## src/hdl/css_pkg.sv

```systemverilog
// Shared types and codes for the cursor sequence store.
// Used by css_front, css_back and cursor_sequence_store_core; depends on nothing.
`default_nettype none

package css_pkg;

    // Command codes as they arrive on the input channel.
    localparam logic [2:0] CMD_START   = 3'd0;
    localparam logic [2:0] CMD_ADVANCE = 3'd1;
    localparam logic [2:0] CMD_INSERT  = 3'd2;
    localparam logic [2:0] CMD_ATTACH  = 3'd3;
    localparam logic [2:0] CMD_REMOVE  = 3'd4;
    localparam logic [2:0] CMD_QUERY   = 3'd5;

    // Status codes reported with every result.
    localparam logic [1:0] ST_DONE    = 2'd0;
    localparam logic [1:0] ST_FULL    = 2'd1;
    localparam logic [1:0] ST_NO_ITEM = 2'd2;

    // Depth of the command queue between the front and back parts.
    localparam int Q_DEPTH = 2;
    localparam int Q_PTR_W = $clog2(Q_DEPTH);
    localparam int Q_CNT_W = $clog2(Q_DEPTH + 1);

    typedef struct packed {
        logic [2:0]  command;
        logic [31:0] value;
    } in_item_t;

    typedef struct packed {
        logic [31:0] current_value;
        logic        has_current;
        logic [5:0]  count;
        logic [1:0]  status;
    } out_item_t;

    // Decoded operation; unused command codes fold into OP_QUERY.
    typedef enum logic [2:0] {
        OP_START,
        OP_ADVANCE,
        OP_INSERT,
        OP_ATTACH,
        OP_REMOVE,
        OP_QUERY
    } op_t;

    typedef struct packed {
        op_t         op;
        logic [31:0] value;
    } op_item_t;

endpackage

`default_nettype wire

```

## src/hdl/css_front.sv

```systemverilog
// Front part of the cursor sequence store: accepts items, decodes the command
// and holds decoded operations in a short queue. Depends on css_pkg.
`default_nettype none

module css_front (
    input  wire logic              clk,
    input  wire logic              rst_n,
    input  wire logic              cmd_valid,
    output logic                   cmd_ready,
    input  wire css_pkg::in_item_t cmd_item,
    output logic                   q_valid,
    input  wire logic              q_pop,
    output css_pkg::op_item_t      q_item
);
    import css_pkg::*;

    op_item_t             entry_reg [Q_DEPTH];
    logic [Q_PTR_W-1:0]   wr_ptr_reg;
    logic [Q_PTR_W-1:0]   wr_ptr_next;
    logic [Q_PTR_W-1:0]   rd_ptr_reg;
    logic [Q_PTR_W-1:0]   rd_ptr_next;
    logic [Q_CNT_W-1:0]   fill_reg;
    logic [Q_CNT_W-1:0]   fill_next;
    logic                 push;
    logic                 pop;
    op_item_t             decoded;

    always_comb
    begin
        decoded.value = cmd_item.value;
        unique case (cmd_item.command)
            CMD_START:   decoded.op = OP_START;
            CMD_ADVANCE: decoded.op = OP_ADVANCE;
            CMD_INSERT:  decoded.op = OP_INSERT;
            CMD_ATTACH:  decoded.op = OP_ATTACH;
            CMD_REMOVE:  decoded.op = OP_REMOVE;
            default:     decoded.op = OP_QUERY;
        endcase
    end

    assign cmd_ready = (fill_reg != Q_CNT_W'(Q_DEPTH));
    assign q_valid   = (fill_reg != '0);
    assign q_item    = entry_reg[rd_ptr_reg];
    assign push      = cmd_valid && cmd_ready;
    assign pop       = q_pop && q_valid;

    always_comb
    begin
        wr_ptr_next = push ? wr_ptr_reg + Q_PTR_W'(1) : wr_ptr_reg;
        rd_ptr_next = pop ? rd_ptr_reg + Q_PTR_W'(1) : rd_ptr_reg;
        fill_next   = fill_reg;
        if (push && !pop)
        begin
            fill_next = fill_reg + Q_CNT_W'(1);
        end
        else if (pop && !push)
        begin
            fill_next = fill_reg - Q_CNT_W'(1);
        end
    end

    always_ff @(posedge clk or negedge rst_n)
    begin
        if (!rst_n)
        begin
            wr_ptr_reg <= '0;
            rd_ptr_reg <= '0;
            fill_reg   <= '0;
        end
        else
        begin
            wr_ptr_reg <= wr_ptr_next;
            rd_ptr_reg <= rd_ptr_next;
            fill_reg   <= fill_next;
        end
    end

    always_ff @(posedge clk)
    begin
        if (push)
        begin
            entry_reg[wr_ptr_reg] <= decoded;
        end
    end

endmodule

`default_nettype wire

```

## src/hdl/css_back.sv

```systemverilog
// Back part of the cursor sequence store: executes queued operations against
// the element memory and holds the result register. Depends on css_pkg.
`default_nettype none

module css_back #(
    parameter int CAPACITY   = 32,
    parameter int DATA_WIDTH = 32
) (
    input  wire logic              clk,
    input  wire logic              rst_n,
    input  wire logic              q_valid,
    output logic                   q_pop,
    input  wire css_pkg::op_item_t q_item,
    output logic                   rsp_valid,
    input  wire logic              rsp_ready,
    output css_pkg::out_item_t     rsp_item
);
    import css_pkg::*;

    // Stored values never exceed the 32-bit input field.
    localparam int STORE_W = (DATA_WIDTH < 32) ? DATA_WIDTH : 32;
    localparam int AW      = (CAPACITY > 1) ? $clog2(CAPACITY) : 1;
    localparam int CW      = $clog2(CAPACITY + 1);

    localparam logic [2:0] S_IDLE   = 3'd0;
    localparam logic [2:0] S_SHIFT  = 3'd1;
    localparam logic [2:0] S_DRAIN  = 3'd2;
    localparam logic [2:0] S_WRITE  = 3'd3;
    localparam logic [2:0] S_READ   = 3'd4;
    localparam logic [2:0] S_RESULT = 3'd5;

    logic [STORE_W-1:0] mem [CAPACITY];
    logic [STORE_W-1:0] rd_data_reg;

    logic [2:0]         state_reg,  state_next;
    logic [CW-1:0]      count_reg,  count_next;
    logic [CW-1:0]      cursor_reg, cursor_next;
    logic [1:0]         status_reg, status_next;
    logic [AW-1:0]      src_reg,    src_next;
    logic [AW-1:0]      end_reg,    end_next;
    logic               up_reg,     up_next;
    logic               ins_reg,    ins_next;
    logic [AW-1:0]      pos_reg,    pos_next;
    logic [STORE_W-1:0] val_reg,    val_next;
    logic               pend_reg,   pend_next;
    logic [AW-1:0]      pend_addr_reg, pend_addr_next;
    logic               res_has_reg, res_has_next;
    logic               out_valid_reg, out_valid_next;
    out_item_t          out_reg,    out_next;

    logic               has;
    logic               full;
    logic [CW-1:0]      place;
    logic               wr_en;
    logic [AW-1:0]      wr_addr;
    logic [STORE_W-1:0] wr_data;
    logic               rd_en;
    logic [AW-1:0]      rd_addr;
    logic               out_free;

    assign has      = (cursor_reg < count_reg);
    assign full     = (count_reg == CW'(CAPACITY));
    assign out_free = !out_valid_reg || rsp_ready;

    always_comb
    begin
        state_next     = state_reg;
        count_next     = count_reg;
        cursor_next    = cursor_reg;
        status_next    = status_reg;
        src_next       = src_reg;
        end_next       = end_reg;
        up_next        = up_reg;
        ins_next       = ins_reg;
        pos_next       = pos_reg;
        val_next       = val_reg;
        pend_next      = 1'b0;
        pend_addr_next = pend_addr_reg;
        res_has_next   = res_has_reg;
        out_valid_next = out_valid_reg && !rsp_ready;
        out_next       = out_reg;
        q_pop          = 1'b0;
        rd_en          = 1'b0;
        rd_addr        = src_reg;
        place          = '0;

        unique case (state_reg)
            S_IDLE:
            begin
                if (q_valid)
                begin
                    q_pop       = 1'b1;
                    status_next = ST_DONE;
                    state_next  = S_READ;
                    val_next    = q_item.value[STORE_W-1:0];
                    unique case (q_item.op)
                        OP_START:
                        begin
                            cursor_next = '0;
                        end
                        OP_ADVANCE:
                        begin
                            if (has)
                            begin
                                cursor_next = cursor_reg + CW'(1);
                            end
                            else
                            begin
                                status_next = ST_NO_ITEM;
                            end
                        end
                        OP_INSERT, OP_ATTACH:
                        begin
                            if (full)
                            begin
                                status_next = ST_FULL;
                            end
                            else
                            begin
                                if (q_item.op == OP_INSERT)
                                begin
                                    place = has ? cursor_reg : '0;
                                end
                                else
                                begin
                                    place = has ? cursor_reg + CW'(1) : count_reg;
                                end
                                pos_next    = AW'(place);
                                cursor_next = place;
                                count_next  = count_reg + CW'(1);
                                ins_next    = 1'b1;
                                // Entries from the insertion point up move one place up.
                                if (count_reg > place)
                                begin
                                    src_next   = AW'(count_reg - CW'(1));
                                    end_next   = AW'(place);
                                    up_next    = 1'b1;
                                    state_next = S_SHIFT;
                                end
                                else
                                begin
                                    state_next = S_WRITE;
                                end
                            end
                        end
                        OP_REMOVE:
                        begin
                            if (has)
                            begin
                                count_next = count_reg - CW'(1);
                                ins_next   = 1'b0;
                                // Entries after the cursor move one place down.
                                if ((cursor_reg + CW'(1)) < count_reg)
                                begin
                                    src_next   = AW'(cursor_reg + CW'(1));
                                    end_next   = AW'(count_reg - CW'(1));
                                    up_next    = 1'b0;
                                    state_next = S_SHIFT;
                                end
                            end
                            else
                            begin
                                status_next = ST_NO_ITEM;
                            end
                        end
                        default:
                        begin
                            state_next = S_READ;
                        end
                    endcase
                end
            end
            S_SHIFT:
            begin
                rd_en          = 1'b1;
                rd_addr        = src_reg;
                pend_next      = 1'b1;
                pend_addr_next = up_reg ? src_reg + AW'(1) : src_reg - AW'(1);
                if (src_reg == end_reg)
                begin
                    state_next = S_DRAIN;
                end
                else
                begin
                    src_next = up_reg ? src_reg - AW'(1) : src_reg + AW'(1);
                end
            end
            S_DRAIN:
            begin
                state_next = ins_reg ? S_WRITE : S_READ;
            end
            S_WRITE:
            begin
                state_next = S_READ;
            end
            S_READ:
            begin
                rd_en        = has;
                rd_addr      = AW'(cursor_reg);
                res_has_next = has;
                state_next   = S_RESULT;
            end
            S_RESULT:
            begin
                if (out_free)
                begin
                    out_valid_next         = 1'b1;
                    out_next.current_value = res_has_reg ? 32'(rd_data_reg) : 32'd0;
                    out_next.has_current   = res_has_reg;
                    out_next.count         = 6'(count_reg);
                    out_next.status        = status_reg;
                    state_next             = S_IDLE;
                end
            end
            default:
            begin
                state_next = S_IDLE;
            end
        endcase
    end

    // One write port: the new value, or the element read in the previous cycle.
    always_comb
    begin
        if (state_reg == S_WRITE)
        begin
            wr_en   = 1'b1;
            wr_addr = pos_reg;
            wr_data = val_reg;
        end
        else
        begin
            wr_en   = pend_reg;
            wr_addr = pend_addr_reg;
            wr_data = rd_data_reg;
        end
    end

    always_ff @(posedge clk)
    begin
        if (wr_en)
        begin
            mem[wr_addr] <= wr_data;
        end
        if (rd_en)
        begin
            rd_data_reg <= mem[rd_addr];
        end
    end

    always_ff @(posedge clk or negedge rst_n)
    begin
        if (!rst_n)
        begin
            state_reg     <= S_IDLE;
            count_reg     <= '0;
            cursor_reg    <= '0;
            pend_reg      <= 1'b0;
            out_valid_reg <= 1'b0;
        end
        else
        begin
            state_reg     <= state_next;
            count_reg     <= count_next;
            cursor_reg    <= cursor_next;
            pend_reg      <= pend_next;
            out_valid_reg <= out_valid_next;
        end
    end

    always_ff @(posedge clk)
    begin
        status_reg    <= status_next;
        src_reg       <= src_next;
        end_reg       <= end_next;
        up_reg        <= up_next;
        ins_reg       <= ins_next;
        pos_reg       <= pos_next;
        val_reg       <= val_next;
        pend_addr_reg <= pend_addr_next;
        res_has_reg   <= res_has_next;
        out_reg       <= out_next;
    end

    assign rsp_valid = out_valid_reg;
    assign rsp_item  = out_reg;

endmodule

`default_nettype wire

```

## src/hdl/cursor_sequence_store_core.sv

```systemverilog
// Cursor sequence store: an accepted item waits in the front queue; the back part then
// passes read and result for start, advance, query, rejected commands and a remove that
// moves nothing, with a write state before read for an unshifted write. Insert and attach
// that move elements pass shift, drain and write; remove passes shift and drain. The single
// write port moves one element per cycle; the back part takes the next item only in idle.
// Reset clears count, cursor and handshakes; the store is not cleared.
`default_nettype none

module cursor_sequence_store_core #(
    parameter int CAPACITY   = 32,
    parameter int DATA_WIDTH = 32
) (
    input  wire logic              clk,
    input  wire logic              rst_n,
    input  wire logic              cmd_valid,
    output logic                   cmd_ready,
    input  wire css_pkg::in_item_t cmd_item,
    output logic                   rsp_valid,
    input  wire logic              rsp_ready,
    output css_pkg::out_item_t     rsp_item
);
    import css_pkg::*;

    // The front part decodes each item into an operation and queues it, so a new
    // item can be taken while the back part is still shifting the store.
    logic     q_valid;
    logic     q_pop;
    op_item_t q_item;

    css_front u_front (
        .clk       (clk),
        .rst_n     (rst_n),
        .cmd_valid (cmd_valid),
        .cmd_ready (cmd_ready),
        .cmd_item  (cmd_item),
        .q_valid   (q_valid),
        .q_pop     (q_pop),
        .q_item    (q_item)
    );

    // The back part owns the element memory, the count and the cursor. It walks
    // the stored elements one per cycle for insert, attach and remove, then reads
    // the element at the cursor and places the result in its output register.
    css_back #(
        .CAPACITY   (CAPACITY),
        .DATA_WIDTH (DATA_WIDTH)
    ) u_back (
        .clk       (clk),
        .rst_n     (rst_n),
        .q_valid   (q_valid),
        .q_pop     (q_pop),
        .q_item    (q_item),
        .rsp_valid (rsp_valid),
        .rsp_ready (rsp_ready),
        .rsp_item  (rsp_item)
    );

endmodule

`default_nettype wire

```

## config.mk

```make
export PLATFORM = sky130hd
export DESIGN_NAME = cursor_sequence_store_core
export DESIGN_NICKNAME = d
export VERILOG_FILES = /design/src/hdl/css_pkg.sv /design/src/hdl/css_front.sv /design/src/hdl/css_back.sv /design/src/hdl/cursor_sequence_store_core.sv
export SDC_FILE = /design/constraint.sdc
export NUM_CORES = 2
export LEC_CHECK = 0
export ABC_AREA = 0
export BUFFER_PORTS_ARGS = -buffer_cell sky130_fd_sc_hd__buf_2
export CORE_MARGIN = 8
export CORE_UTILIZATION = 39
export CTS_CLUSTER_DIAMETER = 50
export DETAILED_ROUTE_END_ITERATION = 8
export SYNTH_ARGS = -nofsm -noshare
export SYNTH_HDL_FRONTEND = slang
export SYNTH_SLANG_ARGS = --single-unit
```

## constraint.sdc

```tcl
create_clock -name clk -period 4 [get_ports clk]
set_input_delay 0.6 -clock clk [delete_from_list [all_inputs] [get_ports clk]]
set_output_delay 0.6 -clock clk [all_outputs]
set_load 0.1 [all_outputs]
```

==> results list <==
* WL met2: 59.0 mm
* Final critical path time including I/O delays and setup: 3680 ps
* Async set-or-reset flop fraction in the synthesized netlist: 1.69%
* Sequential standard cell area: 0.0373 mm^2
* Main flop type after synthesis: sky130_fd_sc_hd__edfxtp_1
- Entering global routing, the biggest net connects 75 pins.
- Routability-driven placement finished with a final weighted congestion of about 0.84.
- Die boundary width: 370 um
- Period utilisation layout: 92.0%
- Largest fanout of any net on the critical path: 8
- Area growth from synthesis to layout: 15.1%
* Pre-Repair DR Iteration Count: 6
- HPWL after DPL: 68.7 mm
- After the last flow step, the layout net total stands at 2695.
* Post-detailed-routing wire length: about 120 mm
- In the detailed route, the total length drawn on met3 is 7.70 mm.
- CTS tree: built
- Summed over all layers, the global routing overflow is 0.
- In this run the power density over the cells is 845 mW/mm^2.
- H-tree depth: 3
- On the worst path, the slowest cell contributes a delay of 510 ps.
* Critical path launch point type: flip-flop
- The number of global-route vias before repair came to 25200.
- Post-synthesis cell count: 2436
- Total routed wire length on the met1 layer: 49.1 mm
- Post-route worst setup slack: 320 ps
* Area of the core: ~0.12 mm^2
- The largest individual stage delay along the critical path comes from the cell sky130_fd_sc_hd__dfrtp_1.
* Cell area after synthesis: 0.0488 mm^2
- In this run, CTS created clock tree buffers numbering 118.
* Post-detailed-route DRC marker count: 0
* Avg Cell Area, Syn: 20.1 um^2
- Setup repair after global routing left no endpoint under its margin.
* Mean routed wirelength per cell: 26.9 um
* Clock Sink Count: 1245
- The synthesized netlist contains a little under 70 unique library cells.
- HP Class: input pin to flip-flop
* Multi-input logic area: between 0.01 and 0.015 mm^2
- Required time worst endpoint: 4470 ps
* Average vias per placed instance: 5.47
* Number of flip-flops in the largest register: 1024
- Port-buffer cells: 81
- The initial antenna violation count came to 0.
- After routing, the total negative slack on setup checks comes to 0 ps.
* EDFF count, synth: approximately 1200
- Initial core utilization: 39.1%
- The die is between 300 and 400 um tall.
* Buffer depth of the longest clock path: 3
* Sequential-to-total area share from yosys stat: 76.3%
* Routed Antenna Nets: 0
- Fraction of final layout cells with drive strength greater than 1: 28.2%
- Arrival @ worst endpoint: 4150 ps
* Clock-pin transition on the worst setup and hold timing paths: 60 ps
* Maximum clock frequency: 0.272 GHz
- Final max-slew violation count: 0
- Crit. End Element: flip-flop
- In this run the static leakage power is 18.1 nW.
- The flow ran to the end, and the final reports show no timing, DRC or antenna violations.
- For this block, the initial DRC count from the detailed router was 2545.
- Count of vias placed by the detailed router: between 20000 and 25000
- The worst setup path is of the flip-flop to flip-flop kind.
- The synthesized design contains approximately 1200 register bits.
* Critical Path, Cell by Cell: clkinv_1 > ha_1 > nand2_1 > o21ai_0 > a21o_1 > clkinv_1 > buf_4 > a22oi_1 > inv_1 > ha_1 > nand2_1 > or4_1 > o211ai_2 > a21oi_1 > buf_4
- Counting both buffers and inverters, the worst setup path holds a total of 5.
* Clock latency reported for the late side of the worst-skew pair: 720 ps
- Worst slack, placed: 332 ps
- The filler cells instantiated in the layout total 10500.
* Setup repair bufs after CTS: 0
- Counting every net in the synthesized netlist gives 2495.
* Yosys Warn Count: 0
- Clock root buffer: sky130_fd_sc_hd__clkbuf_16
- Number of ports placed on the die boundary: a little over 80
* Worst-margin pin slew: 1160 ps
- The detailed router used layers up to and including met4.
- Cell type group with the largest total delay on the critical path: compound AO/OA/AOI/OAI gates
- The number of hold-slack violations in the final timing report came to 0.
* Peak supply drop: around 0.46 mV
- In this run the core area contains 130 standard-cell rows.
* Setup violation total in the final timing report: 0
* Max-cap check violation count: 0
- The first global-routing pass estimated roughly 170 mm of wire.
* Max-slew headroom at the worst pin: approximately 23%
- Between clock sinks in the finished design, the worst skew comes to 33.9 ps.
* Overall track demand over capacity in global routing: 17.1%
- Total Die Area: 0.137 mm^2
## cell usage in the layout, fill, tap and decap left out, types with 11 or more instances in the layout
master / netlist / final
sky130_fd_sc_hd__a21oi_1: 22 / 20
sky130_fd_sc_hd__a32oi_1: 32 / 32
sky130_fd_sc_hd__and2_1: 35 / 35
sky130_fd_sc_hd__and3_1: 33 / 32
sky130_fd_sc_hd__buf_12: 0 / 25
sky130_fd_sc_hd__buf_2: 42 / 81
sky130_fd_sc_hd__buf_4: 13 / 98
sky130_fd_sc_hd__bufinv_16: 0 / 17
sky130_fd_sc_hd__clkbuf_1: 43 / 11
sky130_fd_sc_hd__clkbuf_16: 0 / 120
sky130_fd_sc_hd__clkinv_1: 3 / 25
sky130_fd_sc_hd__clkinv_2: 0 / 28
sky130_fd_sc_hd__dfrtp_1: 21 / 20
sky130_fd_sc_hd__edfxtp_1: 1224 / 1224
sky130_fd_sc_hd__ha_1: 20 / 20
sky130_fd_sc_hd__inv_1: 26 / 25
sky130_fd_sc_hd__mux2_2: 66 / 65
sky130_fd_sc_hd__mux2i_1: 42 / 40
sky130_fd_sc_hd__mux4_2: 256 / 256
sky130_fd_sc_hd__nand2_1: 239 / 239
sky130_fd_sc_hd__nand2b_1: 11 / 11
sky130_fd_sc_hd__nand3_1: 71 / 71
sky130_fd_sc_hd__nor2_1: 59 / 25
sky130_fd_sc_hd__nor2_4: 0 / 34
sky130_fd_sc_hd__o21ai_0: 15 / 14
sky130_fd_sc_hd__xnor2_1: 23 / 23
## cells in the mapped netlist (all sizes together), types with 3 or more instances
master	number	area [um^2]
a211oi	3	22.5
a21o	4	30.0
a21oi	24	128
a22oi	4	30.0
a31oi	5	31.3
a32oi	32	280
a41oi	3	26.3
and2	35	219
and3	33	206
buf	82	567
clkbuf	43	161
clkinv	3	11.3
dfrtp	21	526
edfxtp	1224	36800
ha	20	250
inv	26	97.6
mux2	66	743
mux2i	43	443
mux4	256	5770
nand2	240	903
nand2b	11	68.8
nand3	71	355
nand3b	6	45.0
nor2	59	221
nor2b	4	25.0
nor3	7	35.0
nor3b	3	22.5
o211ai	7	57.6
o21a	5	37.5
o21ai	16	80.1
o221ai	3	26.3
o31ai	8	60.1
o32ai	3	26.3
xnor2	23	201
xor2	10	87.6
## routing by layer
metal,GRT usage (%),vias up
met5,0,-
met4,4.66,0
met3,2.81,154
met2,29.0,821
met1,23.0,12800
li1,-,10300
## logic make-up (layout without fill, tap and decap cells)
family / after synthesis / after routing / synth area share, %
other cells: 0 / 1 / 0
fa+ha+maj: 20 / 20 / 0.512
buf+inv: 154 / 455 / 1.71
xor+xnor: 33 / 33 / 0.592
mux: 365 / 365 / 14.2
compound gates: 135 / 135 / 2.04
simple gates: 484 / 484 / 4.58
flops: 1245 / 1245 / 76.3
## repair_timing
item,CTS,global route
endpoints found under the hold margin,21,0
gates resized for setup,0,0
hold buffers,1,0
## layout make-up
type	instances	share of cell area [%]
inverters	29	0.194
multi-input cells	1037	19.8
clock inverters	87	1.66
flip-flops and latches	1245	66.3
diodes	1	0.00445
well taps	1650	3.67
clock buffers	134	5.49
repair buffers	205	2.94
## through the flow
step                hold slack (ps)  util, %  power [W]  cells  area (um^2)
floorplan                       304        -     0.0308   2436        48800
global placement                409     41.8     0.0362   4165        52200
detailed placement              418     41.8     0.0365   4165        52200
CTS                            15.6     45.0     0.0480   4387        56200
global route                   51.5     45.0     0.0497   4387        56200
finish                         82.9     45.0     0.0475   4388        56200
## power by group
group	internal, W	leakage [nW]	switching [W]
Sequential	0.0179	11.3	0.000657
Combinational	0.00660	4.78	0.0109
Clock	0.00665	1.97	0.00486
## final timing paths
| check | slack (ps) | to | cells past startpoint | from |
|---|---|---|---|---|
| max | 320 | u_back.end_reg[3]$_DFFE_PP_ | 15 | u_back.count_reg[4]$_DFFE_PN0P_ |
| min in group asynchronous | 440 | u_front.rd_ptr_reg$_DFFE_PN0P_ | 2 | rst_n |
| max in group asynchronous | 3140 | u_front.rd_ptr_reg$_DFFE_PN0P_ | 2 | rst_n |
| min | 80 | u_front.entry_reg[0][11]$_DFFE_PP_ | 1 | cmd_item[11] |
| max reg2reg | 320 | u_back.end_reg[3]$_DFFE_PP_ | 15 | u_back.count_reg[4]$_DFFE_PN0P_ |
| min reg2reg | 430 | u_back.rsp_item[0]$_DFFE_PP_ | 0 | u_back.status_reg[0]$_DFFE_PP_ |
Power figures use the tool's default switching activity.
